<file path="src/hdl/compacting_list_store_core_macros.svh">
// Assertion macros for the compacting list store RTL.
`ifndef COMPACTING_LIST_STORE_CORE_MACROS_SVH
`define COMPACTING_LIST_STORE_CORE_MACROS_SVH

`ifndef SYNTH

// Check a property on every clock edge outside reset.
`define CLSR_ASSERT(name, clk, rst, prop) \
   name: assert property (@(posedge clk) disable iff (rst) prop) \
      else $error("%m: check failed");

// Check a property on every clock edge, reset included.
`define CLSR_ASSERT_ALWAYS(name, clk, prop) \
   name: assert property (@(posedge clk) prop) \
      else $error("%m: check failed");

`else

`define CLSR_ASSERT(name, clk, rst, prop)
`define CLSR_ASSERT_ALWAYS(name, clk, prop)

`endif

`endif

</file>
<file path="src/hdl/clsr_pkg.sv">
// Shared types, constants and elaboration helpers for the compacting list store.
`default_nettype none

package clsr_pkg;

   localparam int OPCODE_BITS   = 2;
   localparam int POSITION_BITS = 6;
   localparam int VALUE_BITS    = 32;
   localparam int STATUS_BITS   = 2;
   localparam int COUNT_BITS    = 7;

   localparam int DEF_CAPACITY   = 64;
   localparam int DEF_ENTRY_BITS = 32;

   // fan-in of each node of the read-out OR tree
   localparam int TREE_FANIN = 8;

   typedef enum logic [OPCODE_BITS-1:0] {
      OP_APPEND = 2'd0,
      OP_SET    = 2'd1,
      OP_GET    = 2'd2,
      OP_REMOVE = 2'd3
   } opcode_type;

   typedef enum logic [STATUS_BITS-1:0] {
      ST_DONE  = 2'd0,
      ST_RANGE = 2'd1,
      ST_FULL  = 2'd2
   } status_type;

   typedef enum logic [1:0] {
      CELL_HOLD,
      CELL_WRITE,
      CELL_SHIFT
   } cell_op_type;

   typedef struct packed {
      cell_op_type op;
      logic        read_en;
   } clsr_ctl_type;

   // nodes on level lvl of the tree over n leaves (level 0 = leaves)
   function automatic int tree_nodes(int n, int lvl);
      int c;
      c = n;
      for (int k = 0; k < lvl; k++) begin
         c = (c + TREE_FANIN - 1) / TREE_FANIN;
      end
      return c;
   endfunction

   // registered levels until a single root remains
   function automatic int tree_levels(int n);
      int c;
      int lvl;
      c   = n;
      lvl = 0;
      while (c > 1) begin
         c   = (c + TREE_FANIN - 1) / TREE_FANIN;
         lvl = lvl + 1;
      end
      return lvl;
   endfunction

   // first slot of level lvl (lvl >= 1) in the flat node store
   function automatic int tree_offset(int n, int lvl);
      int sum;
      sum = 0;
      for (int k = 1; k < lvl; k++) begin
         sum = sum + tree_nodes(n, k);
      end
      return sum;
   endfunction

endpackage

`default_nettype wire

</file>
<file path="src/hdl/clsr_if.sv">
// Request and response channel interfaces of the compacting list store.
`default_nettype none

interface clsr_req_if;
   logic                                valid;
   logic                                ready;
   logic [clsr_pkg::OPCODE_BITS-1:0]    opcode;
   logic [clsr_pkg::POSITION_BITS-1:0]  position;
   logic [clsr_pkg::VALUE_BITS-1:0]     entry_value;

   modport source (output valid, output opcode, output position, output entry_value,
                   input ready);
   modport sink (input valid, input opcode, input position, input entry_value,
                 output ready);
endinterface

interface clsr_rsp_if;
   logic                                valid;
   logic                                ready;
   logic [clsr_pkg::STATUS_BITS-1:0]    status;
   logic [clsr_pkg::POSITION_BITS-1:0]  new_index;
   logic [clsr_pkg::VALUE_BITS-1:0]     read_value;
   logic [clsr_pkg::COUNT_BITS-1:0]     entry_count;

   modport source (output valid, output status, output new_index, output read_value,
                   output entry_count, input ready);
   modport sink (input valid, input status, input new_index, input read_value,
                 input entry_count, output ready);
endinterface

`default_nettype wire

</file>
<file path="src/hdl/clsr_cell.sv">
// One list slot: holds an entry, takes a write or its upper neighbor's entry.
`default_nettype none

module clsr_cell #(
   parameter int ENTRY_BITS = clsr_pkg::DEF_ENTRY_BITS,
   parameter int IDX_BITS   = 6,
   parameter int INDEX      = 0
) (
   input  logic                   clock,
   input  clsr_pkg::clsr_ctl_type ctl,
   input  logic [IDX_BITS-1:0]    wr_idx,
   input  logic [IDX_BITS-1:0]    rd_idx,
   input  logic [ENTRY_BITS-1:0]  wdata,
   input  logic [ENTRY_BITS-1:0]  next_value,
   output logic [ENTRY_BITS-1:0]  value,
   output logic [ENTRY_BITS-1:0]  read_value
);

   localparam logic [IDX_BITS-1:0] MY_IDX = IDX_BITS'(INDEX);

   logic [ENTRY_BITS-1:0] value_ff;
   logic [ENTRY_BITS-1:0] value_in;

   always_comb begin
      value_in = value_ff;
      case (ctl.op)
         clsr_pkg::CELL_WRITE: begin
            if (wr_idx == MY_IDX) value_in = wdata;
         end
         clsr_pkg::CELL_SHIFT: begin
            // every slot at or above the removed one pulls from above
            if (MY_IDX >= wr_idx) value_in = next_value;
         end
         default: value_in = value_ff;
      endcase
   end

   always_ff @(posedge clock) begin
      value_ff <= value_in;
   end

   assign value      = value_ff;
   assign read_value = (ctl.read_en && (rd_idx == MY_IDX)) ? value_ff : '0;

endmodule

`default_nettype wire

</file>
<file path="src/hdl/clsr_or_tree.sv">
// Registered OR tree that gathers the one selected cell's entry.
`default_nettype none

module clsr_or_tree #(
   parameter int LEAVES = clsr_pkg::DEF_CAPACITY,
   parameter int WIDTH  = clsr_pkg::DEF_ENTRY_BITS
) (
   input  logic             clock,
   input  logic [WIDTH-1:0] leaf [LEAVES],
   output logic [WIDTH-1:0] root
);

   localparam int FANIN  = clsr_pkg::TREE_FANIN;
   localparam int LEVELS = clsr_pkg::tree_levels(LEAVES);
   localparam int TOTAL  = clsr_pkg::tree_offset(LEAVES, LEVELS + 1);

   logic [WIDTH-1:0] node_ff [TOTAL];
   logic [WIDTH-1:0] node_in [TOTAL];

   for (genvar lv = 1; lv <= LEVELS; lv++) begin : g_level
      for (genvar nd = 0; nd < clsr_pkg::tree_nodes(LEAVES, lv); nd++) begin : g_node
         localparam int PREV = clsr_pkg::tree_nodes(LEAVES, lv - 1);
         localparam int KIDS = (PREV - nd * FANIN < FANIN) ? PREV - nd * FANIN : FANIN;
         localparam int SELF = clsr_pkg::tree_offset(LEAVES, lv) + nd;
         if (lv == 1) begin : g_leaf
            always_comb begin
               node_in[SELF] = '0;
               for (int j = 0; j < KIDS; j++) begin
                  node_in[SELF] = node_in[SELF] | leaf[nd * FANIN + j];
               end
            end
         end else begin : g_inner
            localparam int BASE = clsr_pkg::tree_offset(LEAVES, lv - 1) + nd * FANIN;
            always_comb begin
               node_in[SELF] = '0;
               for (int j = 0; j < KIDS; j++) begin
                  node_in[SELF] = node_in[SELF] | node_ff[BASE + j];
               end
            end
         end
      end
   end

   always_ff @(posedge clock) begin
      for (int n = 0; n < TOTAL; n++) begin
         node_ff[n] <= node_in[n];
      end
   end

   assign root = node_ff[TOTAL-1];

endmodule

`default_nettype wire

</file>
<file path="src/hdl/compacting_list_store_core.sv">
// Compacting list store: a row of entry cells with append, set, get and remove.
//
// Requests arrive on req_chan (opcode, position, entry_value) and each one gives
// exactly one response on rsp_chan (status, new_index, read_value, entry_count).
// Append writes at the end, set overwrites, get reads, remove deletes an entry
// and every later cell takes its upper neighbor's entry in the same cycle.
// A request is accepted when req_chan.ready is high; its response is loaded
// into the output register once the read passes the registered levels of
// the read-out OR tree, whose depth LEVELS is ceil(log8(CAPACITY)).
// One request is in flight at a time, so a new request is taken only once
// the previous response has been loaded into the output register.
// Synchronous reset empties the list and clears both handshakes; the entry
// cells are not cleared and hold undefined data until written.
// When the receiver stalls, the response waits in the output register; one
// more request is accepted and completed, then req_chan.ready stays low until
// the waiting response is taken.
`default_nettype none

`include "compacting_list_store_core_macros.svh"

module compacting_list_store_core #(
   parameter int CAPACITY   = clsr_pkg::DEF_CAPACITY,
   parameter int ENTRY_BITS = clsr_pkg::DEF_ENTRY_BITS
) (
   input logic        clock,
   input logic        reset,
   clsr_req_if.sink   req_chan,
   clsr_rsp_if.source rsp_chan
);

   localparam int IDX_BITS  = (CAPACITY > 1) ? $clog2(CAPACITY) : 1;
   localparam int CNT_BITS  = $clog2(CAPACITY + 1);
   localparam int CMP_BITS  = (clsr_pkg::POSITION_BITS > CNT_BITS) ?
                              clsr_pkg::POSITION_BITS : CNT_BITS;
   localparam int LEVELS    = clsr_pkg::tree_levels(CAPACITY);
   localparam int WAIT_BITS = $clog2(LEVELS + 1);

   logic [CNT_BITS-1:0]  count_ff, count_in;
   logic                 busy_ff, busy_in;
   logic [WAIT_BITS-1:0] wait_ff, wait_in;
   logic                 get_ff, get_in;
   logic [IDX_BITS-1:0]  rd_pos_ff, rd_pos_in;
   logic [clsr_pkg::STATUS_BITS-1:0]   st_ff, st_in;
   logic [clsr_pkg::POSITION_BITS-1:0] idx_ff, idx_in;

   logic                                rsp_valid_ff, rsp_valid_in;
   logic [clsr_pkg::STATUS_BITS-1:0]    rsp_status_ff;
   logic [clsr_pkg::POSITION_BITS-1:0]  rsp_index_ff;
   logic [clsr_pkg::VALUE_BITS-1:0]     rsp_value_ff;
   logic [clsr_pkg::COUNT_BITS-1:0]     rsp_count_ff;

   clsr_pkg::opcode_type   req_op;
   clsr_pkg::cell_op_type  cell_op;
   clsr_pkg::clsr_ctl_type cell_ctl;
   logic                   accept;
   logic                   full;
   logic                   in_range;
   logic                   done;
   logic                   load;
   logic [IDX_BITS-1:0]    wr_idx;
   logic [ENTRY_BITS-1:0]  wdata;
   logic [ENTRY_BITS-1:0]  cell_value [CAPACITY];
   logic [ENTRY_BITS-1:0]  cell_read [CAPACITY];
   logic [ENTRY_BITS-1:0]  tree_root;

   // request decode and list bookkeeping
   always_comb begin
      req_op    = clsr_pkg::opcode_type'(req_chan.opcode);
      full      = (count_ff == CNT_BITS'(CAPACITY));
      in_range  = (CMP_BITS'(req_chan.position) < CMP_BITS'(count_ff));
      accept    = req_chan.valid && !busy_ff && !reset;
      wdata     = ENTRY_BITS'(req_chan.entry_value);
      wr_idx    = IDX_BITS'(req_chan.position);
      cell_op   = clsr_pkg::CELL_HOLD;
      count_in  = count_ff;
      st_in     = st_ff;
      idx_in    = idx_ff;
      get_in    = get_ff;
      rd_pos_in = rd_pos_ff;
      if (accept) begin
         st_in     = clsr_pkg::ST_DONE;
         idx_in    = '0;
         get_in    = 1'b0;
         rd_pos_in = IDX_BITS'(req_chan.position);
         case (req_op)
            clsr_pkg::OP_APPEND: begin
               if (full) begin
                  st_in = clsr_pkg::ST_FULL;
               end else begin
                  cell_op  = clsr_pkg::CELL_WRITE;
                  wr_idx   = count_ff[IDX_BITS-1:0];
                  idx_in   = clsr_pkg::POSITION_BITS'(count_ff);
                  count_in = count_ff + 1'b1;
               end
            end
            clsr_pkg::OP_SET: begin
               if (!in_range) st_in = clsr_pkg::ST_RANGE;
               else cell_op = clsr_pkg::CELL_WRITE;
            end
            clsr_pkg::OP_GET: begin
               if (!in_range) st_in = clsr_pkg::ST_RANGE;
               else get_in = 1'b1;
            end
            clsr_pkg::OP_REMOVE: begin
               if (!in_range) begin
                  st_in = clsr_pkg::ST_RANGE;
               end else begin
                  cell_op  = clsr_pkg::CELL_SHIFT;
                  count_in = count_ff - 1'b1;
               end
            end
            default: st_in = clsr_pkg::ST_RANGE;
         endcase
      end
   end

   always_comb begin
      cell_ctl.op      = cell_op;
      cell_ctl.read_en = get_ff;
   end

   // wait out the read-out tree, then hand over to the output register
   always_comb begin
      done    = busy_ff && (wait_ff == '0);
      load    = done && (!rsp_valid_ff || rsp_chan.ready);
      busy_in = busy_ff;
      wait_in = wait_ff;
      if (accept) begin
         busy_in = 1'b1;
         wait_in = WAIT_BITS'(LEVELS);
      end else if (load) begin
         busy_in = 1'b0;
      end else if (busy_ff && (wait_ff != '0)) begin
         wait_in = wait_ff - 1'b1;
      end
      if (load) rsp_valid_in = 1'b1;
      else if (rsp_chan.ready) rsp_valid_in = 1'b0;
      else rsp_valid_in = rsp_valid_ff;
   end

   always_ff @(posedge clock) begin
      if (reset) begin
         count_ff     <= '0;
         busy_ff      <= 1'b0;
         wait_ff      <= '0;
         get_ff       <= 1'b0;
         rsp_valid_ff <= 1'b0;
      end else begin
         count_ff     <= count_in;
         busy_ff      <= busy_in;
         wait_ff      <= wait_in;
         get_ff       <= get_in;
         rsp_valid_ff <= rsp_valid_in;
      end
   end

   always_ff @(posedge clock) begin
      st_ff     <= st_in;
      idx_ff    <= idx_in;
      rd_pos_ff <= rd_pos_in;
      if (load) begin
         rsp_status_ff <= st_ff;
         rsp_index_ff  <= idx_ff;
         rsp_value_ff  <= clsr_pkg::VALUE_BITS'(tree_root);
         rsp_count_ff  <= clsr_pkg::COUNT_BITS'(count_ff);
      end
   end

   for (genvar k = 0; k < CAPACITY; k++) begin : g_cell
      logic [ENTRY_BITS-1:0] next_value;
      if (k == CAPACITY - 1) begin : g_last
         assign next_value = cell_value[k];
      end else begin : g_mid
         assign next_value = cell_value[k+1];
      end
      clsr_cell #(
         .ENTRY_BITS (ENTRY_BITS),
         .IDX_BITS   (IDX_BITS),
         .INDEX      (k)
      ) u_cell (
         .clock      (clock),
         .ctl        (cell_ctl),
         .wr_idx     (wr_idx),
         .rd_idx     (rd_pos_ff),
         .wdata      (wdata),
         .next_value (next_value),
         .value      (cell_value[k]),
         .read_value (cell_read[k])
      );
   end

   clsr_or_tree #(
      .LEAVES (CAPACITY),
      .WIDTH  (ENTRY_BITS)
   ) u_tree (
      .clock (clock),
      .leaf  (cell_read),
      .root  (tree_root)
   );

   assign req_chan.ready       = !busy_ff && !reset;
   assign rsp_chan.valid       = rsp_valid_ff;
   assign rsp_chan.status      = rsp_status_ff;
   assign rsp_chan.new_index   = rsp_index_ff;
   assign rsp_chan.read_value  = rsp_value_ff;
   assign rsp_chan.entry_count = rsp_count_ff;

   `CLSR_ASSERT(a_count_bound, clock, reset, count_ff <= CNT_BITS'(CAPACITY))
   `CLSR_ASSERT(a_append_grows, clock, reset, (accept && (req_op == clsr_pkg::OP_APPEND) && !full) |=> (count_ff == $past(count_ff) + 1'b1))
   `CLSR_ASSERT(a_remove_shrinks, clock, reset, (accept && (req_op == clsr_pkg::OP_REMOVE) && in_range) |=> (count_ff == $past(count_ff) - 1'b1))
   `CLSR_ASSERT_ALWAYS(a_idle_no_wait, clock, (!busy_ff) |-> (wait_ff == '0))

endmodule

`default_nettype wire
</file>
<file path="src/flat_wrapper.sv">
// flat-port wrapper written by rule: the top's interface ports become plain ports
module compacting_list_store_core_flat 
#(
   parameter int CAPACITY   = clsr_pkg::DEF_CAPACITY,
   parameter int ENTRY_BITS = clsr_pkg::DEF_ENTRY_BITS
)
  (clock, reset, req_chan_valid, req_chan_opcode, req_chan_position, req_chan_entry_value, req_chan_ready, rsp_chan_valid, rsp_chan_status, rsp_chan_new_index, rsp_chan_read_value, rsp_chan_entry_count, rsp_chan_ready);
  clsr_req_if req_chan_i ();
  clsr_rsp_if rsp_chan_i ();
  input logic clock;
  input logic reset;
  input wire logic [$bits(req_chan_i.valid)-1:0] req_chan_valid;
  input wire logic [$bits(req_chan_i.opcode)-1:0] req_chan_opcode;
  input wire logic [$bits(req_chan_i.position)-1:0] req_chan_position;
  input wire logic [$bits(req_chan_i.entry_value)-1:0] req_chan_entry_value;
  output wire logic [$bits(req_chan_i.ready)-1:0] req_chan_ready;
  output wire logic [$bits(rsp_chan_i.valid)-1:0] rsp_chan_valid;
  output wire logic [$bits(rsp_chan_i.status)-1:0] rsp_chan_status;
  output wire logic [$bits(rsp_chan_i.new_index)-1:0] rsp_chan_new_index;
  output wire logic [$bits(rsp_chan_i.read_value)-1:0] rsp_chan_read_value;
  output wire logic [$bits(rsp_chan_i.entry_count)-1:0] rsp_chan_entry_count;
  input wire logic [$bits(rsp_chan_i.ready)-1:0] rsp_chan_ready;
  assign req_chan_i.valid = req_chan_valid;
  assign req_chan_i.opcode = req_chan_opcode;
  assign req_chan_i.position = req_chan_position;
  assign req_chan_i.entry_value = req_chan_entry_value;
  assign req_chan_ready = req_chan_i.ready;
  assign rsp_chan_valid = rsp_chan_i.valid;
  assign rsp_chan_status = rsp_chan_i.status;
  assign rsp_chan_new_index = rsp_chan_i.new_index;
  assign rsp_chan_read_value = rsp_chan_i.read_value;
  assign rsp_chan_entry_count = rsp_chan_i.entry_count;
  assign rsp_chan_i.ready = rsp_chan_ready;
  compacting_list_store_core #(.CAPACITY(CAPACITY), .ENTRY_BITS(ENTRY_BITS)) u_core (.clock(clock), .reset(reset), .req_chan(req_chan_i), .rsp_chan(rsp_chan_i));
endmodule
</file>
<file path="config.mk">
export PLATFORM = sky130hd
export DESIGN_NAME = compacting_list_store_core_flat
export DESIGN_NICKNAME = d
export VERILOG_FILES = /design/src/hdl/clsr_pkg.sv /design/src/hdl/clsr_if.sv /design/src/hdl/clsr_cell.sv /design/src/hdl/clsr_or_tree.sv /design/src/hdl/compacting_list_store_core.sv /design/src/flat_wrapper.sv
export VERILOG_INCLUDE_DIRS = /design/src /design/src/hdl
export SDC_FILE = /design/constraint.sdc
export NUM_CORES = 2
export LEC_CHECK = 0
export BUFFER_PORTS_ARGS = -buffer_cell sky130_fd_sc_hd__buf_4
export CAP_MARGIN = 40
export CELL_PAD_IN_SITES_DETAIL_PLACEMENT = 2
export CELL_PAD_IN_SITES_GLOBAL_PLACEMENT = 2
export CORE_ASPECT_RATIO = 1.25
export CORE_MARGIN = 3
export CORE_UTILIZATION = 25
export CTS_CLUSTER_DIAMETER = 120
export DETAILED_ROUTE_END_ITERATION = 16
export PLACE_DENSITY = 0.58
export RECOVER_POWER = 50
export SLEW_MARGIN = 20
export SYNTH_ARGS = -nofsm -noshare
export SYNTH_HDL_FRONTEND = slang
export SYNTH_SLANG_ARGS = --single-unit
</file>
<file path="constraint.sdc">
create_clock -name clock -period 6.9 [get_ports clock]
set_input_delay 0.69 -clock clock [delete_from_list [all_inputs] [get_ports clock]]
set_output_delay 0.69 -clock clock [all_outputs]
set_load 0.05 [all_outputs]
</file>
==> run metrics <==
outcome=finished, violations left; violated checks=max-capacitance violations, max-slew violations; asr flop ratio synth=0; first-pass GRT wire length=573.8 mm; Worst Path Required=roughly 7400 ps; post-place instance area=approximately 110000 um2; register area share after synthesis=0.6922; # rows=~260; HPWL after detailed placement=235.4 mm; dpl cells=~14000; area grow syn2layout=16.76%; clock tree from TritonCTS=yes; R2R Setup Slk=1050 ps; final hold viol count=0; worst hold start=rsp_chan_ready; Core Footprint=roughly 400000 um2; largest net degree at the start of global routing=210; syn nets=9013; Final setup violation count=0; Pwr Density=between 200 and 300 nW/um2; Crit Path Category=register to register; CP startpoint kind=register; Final Cell Area=117000 um2; clock insertion delay at the later pin of the skew report=between 800 and 900 ps; Critical Path End Type=register; initial antenna violation count=16; Post-synth top flop=edfxtp_1; clock root cell=clkbuf_16; H-tree depth=5; Post-Syn Area=between 100000 and 150000 um2; final WL=a little under 400 mm; RSZ-0062 raised after global routing=no; Overflow after GRT=0; # Post-CTS Setup Buffers=0; Worst-path clk slew=60 ps; Post-Syn Instances=a little under 9000; commonest cells after routing, fill and taps aside=4112 x nand2_1, 2109 x edfxtp_1, 1028 x a22oi_1; Worst Hold End=u_core.rsp_chan.valid$_SDFFE_PP0P_; Worst R2R End=u_core.g_cell[23].u_cell.value[16]$_DFFE_PP_; total number of vias=approximately 73000; Mean Syn Cell Area=11.19 um2; Worst Hold Depth=3; worst path arrival time=between 6000 and 7000 ps; Yosys Warn Count=0; worst reg2reg path startpoint=u_core.count_ff[6]$_SDFFE_PP0P_; Initial DRC Count=between 5000 and 6000; I/O pins=between 90 and 100; commonest non-fill, non-tap cell in the layout=nand2_1; synth unique cells=74; fraction of layout cells with a size suffix above 1=0.08074; number of routed nets with antenna violations=0; #FFs+latches synth=2409; WL/cell=approximately 28 um; R2R cell count=11; setup TNS=0 ps; Leakage=approximately 39 nW; Maximum Capacitance Violations=34; EDFF count, synth=between 2000 and 2500; Final Cycle Share=0.8482; Max Slew Vio Count=slightly below 900; total iterations of the first detailed-routing run=5; crit-path max FO=21; Fmax=around 170 MHz; crit path time final=5853 ps; Layout Nets=8985; slew margin rel.=-1.117; Final Skew=approximately 46 ps; die width=approximately 570 um; Die Height=around 710 um; Initial Util=0.2513; Die Area=about 410000 um2; maximum vdd ir drop=between 0.00015 and 0.0002 V; GR Util All Layers=0.1891; vias in the first global route=roughly 79000; HP Class=input pin to register; final core utilization=0.2934; Layout fillers=42881; Layout Cells excl Fill=roughly 14000; IO Port Bufs=around 90; via density per instance=between 5 and 6; Placer Congestion=0.7998; CTS buffer count=about 270; hold slack=111.2 ps; clk buf depth=4; number of remaining DRC errors=0; clk sinks=between 2000 and 2500; Slew @ Worst Pin=approximately 3200 ps
[worst max-delay path: stages, from the launching register on]
cell and delay [ps]:
dfxtp_1 500, nor3b_1 940, nand2_1 220, a22o_1 290, nand2_1 130, inv_1 90, ha_4 250, inv_1 390
nand2_1 340, a21oi_4 190, clkbuf_1 1090, clkbuf_2 960
[area by class of cell]
type	instances	area, um2	area share
flip-flops and latches	2409	69340	0.5928
well taps	5220	6531	0.05584
clock buffers	389	7920	0.06772
multi-input cells	5821	28680	0.2452
diodes	16	40.04	0.0003423
clock inverters	106	1081	0.009243
repair buffers	394	3288	0.02811
inverters	22	82.58	0.0007060
[report_power, final]
| part | internal [W] | total (W) | switching, W |
|---|---|---|---|
| combinational | 0.000349 | 0.00159 | 0.00125 |
| sequential | 0.0163 | 0.0165 | 0.000192 |
| clock | 0.00880 | 0.0150 | 0.00620 |
[registers in the layout, summed over array words and instances, names as in the netlist, 6 cells and up]
register,count
u_core.u_tree.node_ff,288
u_core.rsp_chan.read_value,32
u_core.rd_pos_ff,6
u_core.g_cell.u_cell.value,2048
u_core.idx_ff,6
u_core.rsp_chan.entry_count,7
u_core.rsp_chan.new_index,6
u_core.count_ff,7
[timing repair]
item	4_1_cts	5_1_grt
hold buffers	20	0
hold endpoints to repair	20	0
gates resized for setup	0	0
setup endpoints to repair	0	0
[routing by layer]
layer / global-route usage / vias to the layer above / part of all wire
met3: 0.02121 / 529 / 0.040
met4: 0.04383 / 2 / 0.024
met1: 0.2514 / 38904 / 0.44
met2: 0.3279 / 1735 / 0.49
li1: - / 31824 / -
met5: 0 / - / 0.000023
[synthesized netlist by cell type (all sizes together) (9+ instances only)]
cell type	count	area (um2)
nand3	47	235.2
dfxtp	300	6006
a22oi	1028	7717
a41oi	237	2076
nor3	17	100.1
clkbuf	597	2242
ha	18	225.2
buf	101	400.4
a21o	25	188.9
edfxtp	2109	63330
nand2	4136	15520
a21oi	61	316.6
nor2b	9	58.81
o21ai	22	136.4
inv	22	82.58
nor4	68	440.4
nor2	48	182.7
[per-stage QoR]
stage	setup WS [ps]	total power, W
2_1_floorplan	1294	0.01754
3_3_place_gp	1747	0.01832
3_5_place_dp	1896	0.01843
4_1_cts	1946	0.03357
5_1_grt	859.0	0.03422
6_report	1047	0.03308
[worst max-delay path by stage]
stage	start	endpoint	slack, ps	cells after the start
after global placement	req_chan_position[2]	u_core.g_cell[42].u_cell.value[25]$_DFFE_PP_	1750	12
after global routing	u_core.count_ff[6]$_SDFFE_PP0P_	u_core.g_cell[23].u_cell.value[16]$_DFFE_PP_	860	11
after CTS	u_core.count_ff[4]$_SDFFE_PP0P_	u_core.g_cell[10].u_cell.value[4]$_DFFE_PP_	1950	13
after detailed placement	req_chan_position[2]	u_core.g_cell[10].u_cell.value[4]$_DFFE_PP_	1900	13
after floorplan	u_core.count_ff[4]$_SDFFE_PP0P_	u_core.g_cell[53].u_cell.value[0]$_DFFE_PP_	1290	14
final	u_core.count_ff[6]$_SDFFE_PP0P_	u_core.g_cell[23].u_cell.value[16]$_DFFE_PP_	1050	11
[cells by family after synthesis]
logic type	synth area share
AO/OA/AOI/OAI	0.1087
XOR/XNOR	0.0004372
adder cells (fa/ha/maj)	0.002448
buffers and inverters	0.02720
flip-flops	0.6922
multiplexers	0.0009742
AND/OR/NAND/NOR	0.1680
(Power assumes the default switching activity.)
